**config.mk**
```make
export PLATFORM = sky130hd
export DESIGN_NAME = julian_day_number_converter_top
export DESIGN_NICKNAME = d
export VERILOG_FILES = /design/src/design/jdnc_pkg.sv /design/src/design/jdnc_to_jdn.sv /design/src/design/jdnc_to_date.sv /design/src/design/julian_day_number_converter_top.sv
export VERILOG_INCLUDE_DIRS = /design/src /design/src/design
export SDC_FILE = /design/constraint.sdc
export NUM_CORES = 2
export LEC_CHECK = 0
export ABC_AREA = 1
export BUFFER_PORTS_ARGS = -buffer_cell sky130_fd_sc_hd__buf_2
export CELL_PAD_IN_SITES_DETAIL_PLACEMENT = 1
export CELL_PAD_IN_SITES_GLOBAL_PLACEMENT = 2
export CORE_ASPECT_RATIO = 0.9
export CORE_MARGIN = 4
export CORE_UTILIZATION = 47
export DETAILED_ROUTE_END_ITERATION = 7
export PLACE_DENSITY = 0.85
export SYNTH_ARGS = -nofsm -noshare
export SYNTH_HDL_FRONTEND = slang
export SYNTH_SLANG_ARGS = --single-unit
export TNS_END_PERCENT = 1
```
**constraint.sdc**
```tcl
create_clock -name i_clk -period 18.59 [get_ports i_clk]
set_input_delay 0.9295 -clock i_clk [delete_from_list [all_inputs] [get_ports i_clk]]
set_output_delay 0.9295 -clock i_clk [all_outputs]
set_load 0.03 [all_outputs]
```
**src/design/julian_day_number_converter_top_macros.svh**
```systemverilog
// Assertion helpers for the calendar converter.
`ifndef JULIAN_DAY_NUMBER_CONVERTER_TOP_MACROS_SVH
`define JULIAN_DAY_NUMBER_CONVERTER_TOP_MACROS_SVH

// same-cycle implication
`define JDNC_ASSERT_IMP(name, clk, rst_n, ante, cons) \
    name: assert property (@(posedge clk) disable iff (!rst_n) (ante) |-> (cons)) \
        else $error("jdnc assertion failed");

// next-cycle implication
`define JDNC_ASSERT_NXT(name, clk, rst_n, ante, cons) \
    name: assert property (@(posedge clk) disable iff (!rst_n) (ante) |=> (cons)) \
        else $error("jdnc assertion failed");

`endif

```
**src/design/jdnc_pkg.sv**
```systemverilog
`default_nettype none
package jdnc_pkg;

    // register stages in front of the output register
    localparam int unsigned LAT         = 7;
    localparam int unsigned TO_JDN_DLY  = LAT - 4;

    localparam logic OP_TO_JDN  = 1'b0;
    localparam logic OP_TO_DATE = 1'b1;

    localparam logic [22:0] JDN_MIN     = 23'd1721426;
    localparam logic [22:0] JDN_MAX     = 23'd5373484;
    localparam logic [13:0] YEAR_MAX    = 14'd9999;
    localparam logic [3:0]  MONTH_MAX   = 4'd12;
    localparam logic [12:0] YEAR_OFS    = 13'd4800;
    localparam logic [15:0] JDN_OFS_ENC = 16'd32045;
    localparam logic [15:0] JDN_OFS_DEC = 16'd32044;
    localparam logic [17:0] DAYS_400Y   = 18'd146097;
    localparam logic [10:0] DAYS_4Y     = 11'd1461;
    localparam logic [8:0]  DAYS_YEAR   = 9'd365;
    localparam logic [6:0]  CENTURY     = 7'd100;
    localparam logic [3:0]  WEEK_DAYS   = 4'd7;

    // reciprocals: floor(x/d) = (x * ceil(2^sh/d)) >> sh over the operand span
    localparam int unsigned     RCP100_SH = 22;
    localparam longint unsigned RCP100    = ((64'd1 << RCP100_SH) + 64'd99) / 64'd100;
    localparam int unsigned     RCPB_SH   = 43;
    localparam longint unsigned RCPB      = ((64'd1 << RCPB_SH) + 64'd146096) / 64'd146097;
    localparam int unsigned     RCPD_SH   = 29;
    localparam longint unsigned RCPD      = ((64'd1 << RCPD_SH) + 64'd1460) / 64'd1461;
    localparam int unsigned     RCPM_SH   = 19;
    localparam longint unsigned RCPM      = ((64'd1 << RCPM_SH) + 64'd152) / 64'd153;

    typedef struct packed {
        logic        opcode;
        logic [13:0] year;
        logic [3:0]  month;
        logic [4:0]  day;
        logic [22:0] day_number;
    } t_jdnc_in;

    typedef struct packed {
        logic [22:0] out_day_number;
        logic [13:0] out_year;
        logic [3:0]  out_month;
        logic [4:0]  out_day;
        logic [2:0]  weekday;
        logic        range_error;
    } t_jdnc_out;

    typedef struct packed {
        logic [22:0] day_number;
        logic [2:0]  weekday;
    } t_jdnc_num;

    typedef struct packed {
        logic [13:0] year;
        logic [3:0]  month;
        logic [4:0]  day;
        logic [2:0]  weekday;
    } t_jdnc_date;

    // day offset of a March-based month: (153*m + 2) / 5
    function automatic logic [8:0] month_start(input logic [3:0] m);
        logic [8:0] r;
        unique case (m)
            4'd0:    r = 9'd0;
            4'd1:    r = 9'd31;
            4'd2:    r = 9'd61;
            4'd3:    r = 9'd92;
            4'd4:    r = 9'd122;
            4'd5:    r = 9'd153;
            4'd6:    r = 9'd184;
            4'd7:    r = 9'd214;
            4'd8:    r = 9'd245;
            4'd9:    r = 9'd275;
            4'd10:   r = 9'd306;
            4'd11:   r = 9'd337;
            default: r = 9'd0;
        endcase
        return r;
    endfunction

    // 8 = 1 mod 7: fold octal digits
    function automatic logic [2:0] mod7(input logic [22:0] x);
        logic [23:0] xe;
        logic [5:0]  s;
        logic [3:0]  t;
        logic [3:0]  u;
        xe = {1'b0, x};
        s  = '0;
        for (int k = 0; k < 8; k++) begin
            s = s + 6'(xe[3*k +: 3]);
        end
        t = 4'(s[5:3]) + 4'(s[2:0]);
        u = 4'(t[3]) + 4'(t[2:0]);
        return (u >= WEEK_DAYS) ? 3'(u - WEEK_DAYS) : u[2:0];
    endfunction

endpackage
`default_nettype wire

```
**src/design/jdnc_to_jdn.sv**
```systemverilog
`default_nettype none
module jdnc_to_jdn (
    input  logic                 i_clk,
    input  logic                 i_en,
    input  logic [13:0]          i_year,
    input  logic [3:0]           i_month,
    input  logic [4:0]           i_day,
    output jdnc_pkg::t_jdnc_num  o_res
);

    logic        early;
    logic [14:0] n_s1_y;
    logic [3:0]  n_s1_mm;

    logic [14:0] r_s1_y;
    logic [3:0]  r_s1_mm;
    logic [4:0]  r_s1_day;

    logic [23:0] r_s2_y365;
    logic [30:0] r_s2_q100p;
    logic [28:0] r_s2_q400p;
    logic [12:0] r_s2_y4;
    logic [9:0]  r_s2_dt;

    logic [22:0] r_s3_jdn;

    jdnc_pkg::t_jdnc_num r_dly [jdnc_pkg::TO_JDN_DLY + 1];

    // March-based year and month
    always_comb begin
        early   = (i_month < 4'd3);
        n_s1_y  = 15'(i_year) + 15'(jdnc_pkg::YEAR_OFS) - 15'(early);
        n_s1_mm = early ? (i_month + 4'd9) : (i_month - 4'd3);
    end

    always_ff @(posedge i_clk) begin
        if (i_en) begin
            r_s1_y     <= n_s1_y;
            r_s1_mm    <= n_s1_mm;
            r_s1_day   <= i_day;

            r_s2_y365  <= 24'(r_s1_y) * 24'(jdnc_pkg::DAYS_YEAR);
            r_s2_q100p <= 31'(r_s1_y) * 31'(jdnc_pkg::RCP100);
            r_s2_q400p <= 29'(r_s1_y[14:2]) * 29'(jdnc_pkg::RCP100);
            r_s2_y4    <= r_s1_y[14:2];
            r_s2_dt    <= 10'(jdnc_pkg::month_start(r_s1_mm)) + 10'(r_s1_day);

            r_s3_jdn   <= 23'(25'(r_s2_y365) + 25'(r_s2_y4)
                              + 25'(r_s2_q400p[28:jdnc_pkg::RCP100_SH]) + 25'(r_s2_dt)
                              - 25'(r_s2_q100p[30:jdnc_pkg::RCP100_SH])
                              - 25'(jdnc_pkg::JDN_OFS_ENC));

            r_dly[0].day_number <= r_s3_jdn;
            r_dly[0].weekday    <= jdnc_pkg::mod7(r_s3_jdn);
            for (int k = 1; k <= jdnc_pkg::TO_JDN_DLY; k++) begin
                r_dly[k] <= r_dly[k-1];
            end
        end
    end

    assign o_res = r_dly[jdnc_pkg::TO_JDN_DLY];

endmodule
`default_nettype wire

```
**src/design/jdnc_to_date.sv**
```systemverilog
`default_nettype none
module jdnc_to_date (
    input  logic                  i_clk,
    input  logic                  i_en,
    input  logic [22:0]           i_day_number,
    output jdnc_pkg::t_jdnc_date  o_res
);

    logic [7:0]  b;
    logic [6:0]  d;
    logic [3:0]  m;
    logic        late;
    logic [10:0] e5;

    logic [22:0] r_s1_a;
    logic [2:0]  r_s1_wd;

    logic [50:0] r_s2_pb;
    logic [22:0] r_s2_a;
    logic [2:0]  r_s2_wd;

    logic [7:0]  r_s3_b;
    logic [15:0] r_s3_c;
    logic [2:0]  r_s3_wd;

    logic [36:0] r_s4_pd;
    logic [15:0] r_s4_c;
    logic [13:0] r_s4_yb;
    logic [2:0]  r_s4_wd;

    logic [8:0]  r_s5_e;
    logic [13:0] r_s5_yb;
    logic [2:0]  r_s5_wd;

    logic [22:0] r_s6_pm;
    logic [8:0]  r_s6_e;
    logic [13:0] r_s6_yb;
    logic [2:0]  r_s6_wd;

    jdnc_pkg::t_jdnc_date r_s7;

    always_comb begin
        b    = r_s2_pb[50:jdnc_pkg::RCPB_SH];
        d    = r_s4_pd[35:jdnc_pkg::RCPD_SH];
        e5   = 11'({r_s5_e, 2'b00}) + 11'(r_s5_e) + 11'd2;
        m    = r_s6_pm[22:jdnc_pkg::RCPM_SH];
        late = (m >= 4'd10);
    end

    always_ff @(posedge i_clk) begin
        if (i_en) begin
            r_s1_a  <= i_day_number + 23'(jdnc_pkg::JDN_OFS_DEC);
            r_s1_wd <= jdnc_pkg::mod7(i_day_number);

            // 400-year cycles
            r_s2_pb <= 51'({r_s1_a, 2'b11}) * 51'(jdnc_pkg::RCPB);
            r_s2_a  <= r_s1_a;
            r_s2_wd <= r_s1_wd;

            r_s3_b  <= b;
            r_s3_c  <= 16'(r_s2_a - 23'((26'(b) * 26'(jdnc_pkg::DAYS_400Y)) >> 2));
            r_s3_wd <= r_s2_wd;

            // 4-year cycles
            r_s4_pd <= 37'({r_s3_c, 2'b11}) * 37'(jdnc_pkg::RCPD);
            r_s4_c  <= r_s3_c;
            r_s4_yb <= 14'(r_s3_b) * 14'(jdnc_pkg::CENTURY);
            r_s4_wd <= r_s3_wd;

            r_s5_e  <= 9'(r_s4_c - 16'((18'(d) * 18'(jdnc_pkg::DAYS_4Y)) >> 2));
            r_s5_yb <= r_s4_yb + 14'(d);
            r_s5_wd <= r_s4_wd;

            // March-based month
            r_s6_pm <= 23'(e5) * 23'(jdnc_pkg::RCPM);
            r_s6_e  <= r_s5_e;
            r_s6_yb <= r_s5_yb;
            r_s6_wd <= r_s5_wd;

            r_s7.year    <= 14'(15'(r_s6_yb) + 15'(late) - 15'(jdnc_pkg::YEAR_OFS));
            r_s7.month   <= late ? (m - 4'd9) : (m + 4'd3);
            r_s7.day     <= 5'(r_s6_e + 9'd1 - jdnc_pkg::month_start(m));
            r_s7.weekday <= r_s6_wd;
        end
    end

    assign o_res = r_s7;

endmodule
`default_nettype wire

```
**src/design/julian_day_number_converter_top.sv**
```systemverilog
// Gregorian date <-> Julian day number converter.
// Input channel (i_valid/o_ready, i_data): opcode 0 takes year/month/day and
// returns the day number; opcode 1 takes a day number and returns
// year/month/day. Both report the weekday (0 = Monday). Out-of-span inputs
// give range_error with all other result fields zero.
// Output channel (o_valid/i_ready, o_data): one result per transaction, in
// order.
// Throughput: one transaction per cycle when the output is not stalled.
// Depth is set by the day-number to date chain: three reciprocal
// multiplies, each followed by a register.
// Reset clears all valid bits and holds o_ready low; the pipeline comes out
// of reset empty and ready.
// When the receiver stalls with a result held in the output register, the
// whole pipeline freezes and o_ready drops; nothing is lost or repeated.
`default_nettype none
`include "julian_day_number_converter_top_macros.svh"
module julian_day_number_converter_top (
    input  logic                 i_clk,
    input  logic                 i_rst_n,
    input  logic                 i_valid,
    output logic                 o_ready,
    input  jdnc_pkg::t_jdnc_in   i_data,
    output logic                 o_valid,
    input  logic                 i_ready,
    output jdnc_pkg::t_jdnc_out  o_data
);

    localparam int unsigned LAT = jdnc_pkg::LAT;

    logic adv;
    logic bad_date;
    logic bad_num;
    logic in_err;

    logic [LAT-1:0] r_vld;
    logic [LAT-1:0] r_op;
    logic [LAT-1:0] r_err;
    logic           r_out_vld;

    jdnc_pkg::t_jdnc_out  r_out;
    jdnc_pkg::t_jdnc_out  n_out;
    jdnc_pkg::t_jdnc_num  num_res;
    jdnc_pkg::t_jdnc_date date_res;

    assign adv     = !r_out_vld || i_ready;
    assign o_ready = adv && i_rst_n;
    assign o_valid = r_out_vld;
    assign o_data  = r_out;

    always_comb begin
        bad_date = (i_data.year == 14'd0) || (i_data.year > jdnc_pkg::YEAR_MAX)
                   || (i_data.month == 4'd0) || (i_data.month > jdnc_pkg::MONTH_MAX)
                   || (i_data.day == 5'd0);
        bad_num  = (i_data.day_number < jdnc_pkg::JDN_MIN)
                   || (i_data.day_number > jdnc_pkg::JDN_MAX);
        in_err   = (i_data.opcode == jdnc_pkg::OP_TO_JDN) ? bad_date : bad_num;
    end

    jdnc_to_jdn u_to_jdn (
        .i_clk   (i_clk),
        .i_en    (adv),
        .i_year  (i_data.year),
        .i_month (i_data.month),
        .i_day   (i_data.day),
        .o_res   (num_res)
    );

    jdnc_to_date u_to_date (
        .i_clk        (i_clk),
        .i_en         (adv),
        .i_day_number (i_data.day_number),
        .o_res        (date_res)
    );

    always_comb begin
        n_out = '0;
        priority if (r_err[LAT-1]) begin
            n_out.range_error = 1'b1;
        end else if (r_op[LAT-1] == jdnc_pkg::OP_TO_JDN) begin
            n_out.out_day_number = num_res.day_number;
            n_out.weekday        = num_res.weekday;
        end else begin
            n_out.out_year  = date_res.year;
            n_out.out_month = date_res.month;
            n_out.out_day   = date_res.day;
            n_out.weekday   = date_res.weekday;
        end
    end

    always_ff @(posedge i_clk) begin
        if (!i_rst_n) begin
            r_vld     <= '0;
            r_out_vld <= 1'b0;
        end else if (adv) begin
            r_vld     <= {r_vld[LAT-2:0], i_valid};
            r_out_vld <= r_vld[LAT-1];
        end
    end

    always_ff @(posedge i_clk) begin
        if (adv) begin
            r_op  <= {r_op[LAT-2:0], i_data.opcode};
            r_err <= {r_err[LAT-2:0], in_err};
            r_out <= n_out;
        end
    end

    `JDNC_ASSERT_IMP(a_err_zero, i_clk, i_rst_n, o_valid && o_data.range_error, o_data.out_day_number == 23'd0 && o_data.out_year == 14'd0 && o_data.out_month == 4'd0 && o_data.out_day == 5'd0 && o_data.weekday == 3'd0)
    `JDNC_ASSERT_IMP(a_wd_span, i_clk, i_rst_n, o_valid, o_data.weekday != 3'd7)
    `JDNC_ASSERT_IMP(a_date_span, i_clk, i_rst_n, o_valid && !o_data.range_error && o_data.out_day_number == 23'd0, o_data.out_year != 14'd0 && o_data.out_year <= jdnc_pkg::YEAR_MAX && o_data.out_month != 4'd0 && o_data.out_month <= jdnc_pkg::MONTH_MAX && o_data.out_day != 5'd0)
    `JDNC_ASSERT_IMP(a_num_span, i_clk, i_rst_n, o_valid && !o_data.range_error && o_data.out_day_number != 23'd0, o_data.out_year == 14'd0 && o_data.out_month == 4'd0 && o_data.out_day == 5'd0 && o_data.out_day_number >= jdnc_pkg::JDN_MIN)
    `JDNC_ASSERT_NXT(a_hold_out, i_clk, i_rst_n, o_valid && !i_ready, o_valid && $stable(r_vld))

endmodule
`default_nettype wire

```
; ---- Yosys cells after proc, flatten, opt, wreduce, memory -nomap -nowiden
; Memory sizes are Yosys's and may differ from the RTL's. A register that Yosys moved wholly into a read port is not among the register bits.
; Index checks and enable logic that the tools add are counted.
[word_totals]
reg_bits = 497
mem_bits_rw = 104
romBits = 288
input_bits = 51
output_inout_bits = 52
word_cells = 131
memories = 3
[memory_table]
columns = name, words, width, rd, rd_ports_with_merged_regs, write_ports, line_no
row1 = (name not given), 16, 9, 1, 1, 0, jdnc_pkg.sv:66  ; unique case (m)
row2 = (name not given), 16, 9, 1, 1, 0, jdnc_pkg.sv:66
row3 = u_to_jdn.r_dly, 4, 26, 4, 0, 4, jdnc_to_jdn.sv:27  ; jdnc_pkg::t_jdnc_num r_dly [jdnc_pkg::TO_JDN_DLY + 1];
[classes]
n_addsub = 42
multipliers = 9
magnitude_cmp = 8
muxes = 13
bitwise_logic = 1
reduce_logical = 13
[ops]
columns = cell, count
row1 = $add 6x3->6, 10
row2 = $mul 25x24->49 const B, 1
row3 = $mul 18x19->36 const B, 1
row4 = $mul 15x13->28 const B, 1
row5 = $mul 13x13->26 const B, 1
row6 = $add 23x10->23, 1
row7 = $add 23x13->23, 1
row8 = $add 23x15->23 const B, 1
row9 = $add 23x7->23, 1
row10 = $gt 23x23->1 const B, 1
row11 = $lt 23x21->1 const B, 1
row12 = $mul 11x12->23 const B, 1
row13 = $mul 15x9->23 const B, 1
row14 = $sub 23x15->23 const B, 1
row15 = $sub 23x9->23, 1
row16 = $mul 8x18->18 const B, 1
row17 = $add 3x3->4, 4
row18 = $mux 4, 4
row19 = $sub 16x16->16, 1
row20 = $add 14x13->15 const B, 1
row21 = $sub 15x1->15, 1
row22 = $add 14x1->14, 1
row23 = $add 14x7->14, 1
row24 = $gt 14x14->1 const B, 1
row25 = other kinds (32), 47

; ---- Logic depth before layout (Yosys ltp)
[depth]
word_depth = 11
depth_mapped = 36
mapped_depth_nobuf = 36

; ---- Modules after synthesis
; Synthesis repeated with hierarchy kept, for this count alone.
[unflattened]
hier_cells = 5257
area_unflattened_um2 = 51924.8
[modules_own_cells]
columns = module, instances, cells_each, area_each_um2, seq_area_each_um2
row1 = jdnc_to_date, 1, 3066, 30146.4, 5775.5
row2 = jdnc_to_jdn, 1, 1871, 18686.7, 6576.3
row3 = julian_day_number_converter_top, 1, 320, 3091.7, 2082.0

; ---- Least setup slack after synthesis
; Ideal clock, no wire load.
[synth_path]
path_kind = input port to flip-flop
startpoint = input i_ready
endpoint = register with a tool-made name
setup_ns = 0.112
t_arrival_ns = 8.358
t_required_ns = 18.478
path_slack_ns = 10.119
cell_stages = 10
path_buffers = 2
cell_sequence = nor2_2 > inv_1 > clkbuf_1 > buf_2 > o21ai_0 > ha_1 > nand3_1 > nand2_1 > nand2_1 > nand2_1
[synth_lines]
columns = item, line_no
row1 = start: declaration, julian_day_number_converter_top.sv:24  ; input logic i_ready,

==> qor.csv <==
metric,value,unit
io_buffer_count,102,
wl_per_cell,19.54,um
finalSetupViolCount,0,
worstPathMaxFanout,8,
rsz0062_at_grt,no,
crit_buf_inv,5,
r2r-start,u_to_date.r_s5_e[1]$_DFFE_PN_,
hold_class,flop to flop,
min_path_cells,0,
slowest_stage,edfxtp_1,
min_from,r_op[5]$_DFFE_PN_,
fin_cells,6720,
core-area,107800,sq um
finalCriticalPeriod,6.700,ns
dpl.hpwl,112600,um
antenna_found_initial,15,
cts_hold_buf,0,
path_delay_family,adder cells,
met1_usage,33.35,%
cts_buffer_depth,3,
r2r_cells,34,
hold_violations,0,
synthesis.nets,6551,
die_h,321.1,um
max_freq,149.3,MHz
grt_use_met2,39.86,%
worstSetupPathType,flop to flop,
area_growth,8.186,%
seqCellArea,14430,sq um
ant_nets,0,
slew_headroom,21.32,%
via_count,34370,
ys_async_sr_fraction,0,%
grt_use_met3,2.693,%
stdcell_area,55390,sq um
synth_area_leaders,"edfxtp_1 27%, fa_1 23%, ha_1 21%",
tightest_slew,1.171,ns
cts_resized,0,
synthFlopType,edfxtp_1,
dp_cells,6616,
start_kind,flop,
avgViaCountPerCell,5.115,
ys_ff_latch,488,
start_util,47.48,%
drt_iter0_markers,1660,
maxCapViolations,0,
grtUsageTotal,23.78,%
seq_area_frac_synth,28.19,%
drv_slew,0,
fp-row-count,114,
yosysTopAreaCell,edfxtp_1,
grt_overflow_total,0,
place_area,53560,sq um
gp_congestion,0.8971,
fin_nets,6707,
hold_path_end,r_op[6]$_DFFE_PN_,
drc,0,
multi_input_area,31970,sq um
grt_pass1_vias,38560,
layout-drive-gt1-share,4.670,%
final.setup.tns,0,ns
fill_cells,12070,
status,completed,
worstSetupEndpointType,flop,
r2r_slack,11.89,ns
synth_cells,5067,
grt_pass1_wl,212100,um
synth.distinct_cells,56,
synth_edf_count,466,
top_usage_layer,met2,
grt_max_degree,175,
clk_pin_slew,0.06,ns
numCtsBuffers,55,
cts_setup_buffers,0,
critPathRequiredTime,19.11,ns
synth.avg_cell_area,10.11,sq um
die_w,355.9,um
dr.pass1.iters,7,
arrival,7.22,ns
crit_path_max_incr_delay,0.55,ns
period_share,36.04,%
synth_warnings,0,
crit_path_frequent_cell,nand2_1,
clock_skew,0.04008,ns
io_pins,103,
drt_wl_total,131300,um
htreeDepth,2,
cts_root_buf,clkbuf_16,
cts_sinks,488,
netlist_area,51200,sq um
cts_tree,done,
netlist.area_leader.share,27.33,%
dieArea,114300,sq um
clock_latency,0.65,ns
==> how the worst max path moves through the flow <==
stage           end  slack, ns                     startpoint  cells past startpoint
3_3_place_gp   flop      12.04  u_to_date.r_s5_e[1]$_DFFE_PN_                     33
3_5_place_dp   flop      11.95  u_to_date.r_s5_e[1]$_DFFE_PN_                     34
5_1_grt        flop      11.37  u_to_date.r_s5_e[1]$_DFFE_PN_                     33
2_1_floorplan  flop      10.12                        i_ready                     10
6_report       flop      11.89  u_to_date.r_s5_e[1]$_DFFE_PN_                     34
4_1_cts        flop      11.89  u_to_date.r_s5_e[1]$_DFFE_PN_                     34
==> cell usage in the layout (no fill, tap or decap), types with 8 or more instances in the layout <==
| cell | instances |
|---|---|
| nor2_1 | 271 |
| inv_1 | 1263 |
| dfxtp_1 | 22 |
| nand3_1 | 127 |
| ha_1 | 839 |
| a21oi_1 | 231 |
| clkinv_2 | 9 |
| fa_1 | 594 |
| nand2_1 | 603 |
| nor4_1 | 20 |
| o21bai_1 | 18 |
| a21o_1 | 33 |
| o21a_1 | 8 |
| nand4_1 | 42 |
| xor2_1 | 150 |
| edfxtp_1 | 466 |
| nor2_2 | 10 |
| buf_2 | 102 |
| clkbuf_16 | 55 |
| o21ai_0 | 143 |
| a31oi_1 | 19 |
| or2_2 | 8 |
| clkinv_1 | 13 |
| nand3b_1 | 8 |
| nor3_1 | 35 |
| nand2_2 | 8 |
| xnor2_1 | 58 |
==> cell usage after synthesis, drive strengths merged (11+ instances only) <==
cell type  count
a21oi        234
xnor2         58
ha           839
fa           594
xor2         150
nor2         284
edfxtp       466
nand3        130
or2           11
nor4          20
o21bai        18
a21o          33
nand2        612
nor3          37
nand4         42
a31oi         19
dfxtp         22
o21ai        157
inv         1268
==> cell type report <==
type | count | area share [%]
clock buffers | 59 | 2.512
repair buffers | 108 | 1.025
inverters | 1268 | 8.606
diodes | 2 | 0.009035
well taps | 1450 | 3.275
flip-flops and latches | 488 | 26.06
clock inverters | 43 | 0.7973
multi-input cells | 3302 | 57.72
==> flip-flops by register name, indices dropped and copies added, names as in the netlist, 8 cells and up, named ones only <==
signal and cells:
u_to_jdn.r_dly 104, o_data 50, u_to_date.o_res 26, u_to_date.r_s1_a 23, u_to_jdn.r_s2_y365 23, u_to_jdn.r_s3_jdn 23
u_to_date.r_s2_a 16, u_to_date.r_s3_c 16, u_to_jdn.r_s1_y 15, u_to_date.r_s5_yb 14, u_to_date.r_s6_yb 14, u_to_jdn.r_s2_y4 13
u_to_date.r_s4_yb 12, u_to_jdn.r_s2_dt 10, u_to_date.r_s4_c 9, u_to_date.r_s5_e 9, u_to_jdn.r_s2_q100p 9, u_to_date.r_s2_pb 8
u_to_date.r_s3_b 8
==> stage by stage <==
stage | utilization (%) | hold slack [ns] | setup slack (ns)
after floorplan | - | 0.4003 | 10.12
after global placement | 49.67 | 0.4002 | 12.04
after detailed placement | 49.67 | 0.4056 | 11.95
after CTS | 51.37 | 0.4178 | 11.89
after global routing | 51.37 | 0.4219 | 11.37
final | 51.37 | 0.4146 | 11.89
==> cell families after synthesis <==
group / synth area share [%]
and+or+nand+nor: 9.511
muxes: 0.04398
xor gates and xnor gates: 3.558
DFF: 28.19
buffers and inverters: 9.366
AOI/OAI and AO/OA: 5.606
adders and majority gates: 43.73
==> routing by layer <==
layer	vias up	routed length (um)	part of all wire, %
li1	16530	-	-
met1	17110	60760	46
met2	558	62090	47
met3	173	5113	3.9
met4	2	3340	2.5
met5	-	10	0.0076
Power is not shown: default switching activity piles up to over one toggle a cycle in this logic, so the estimate is an artifact.
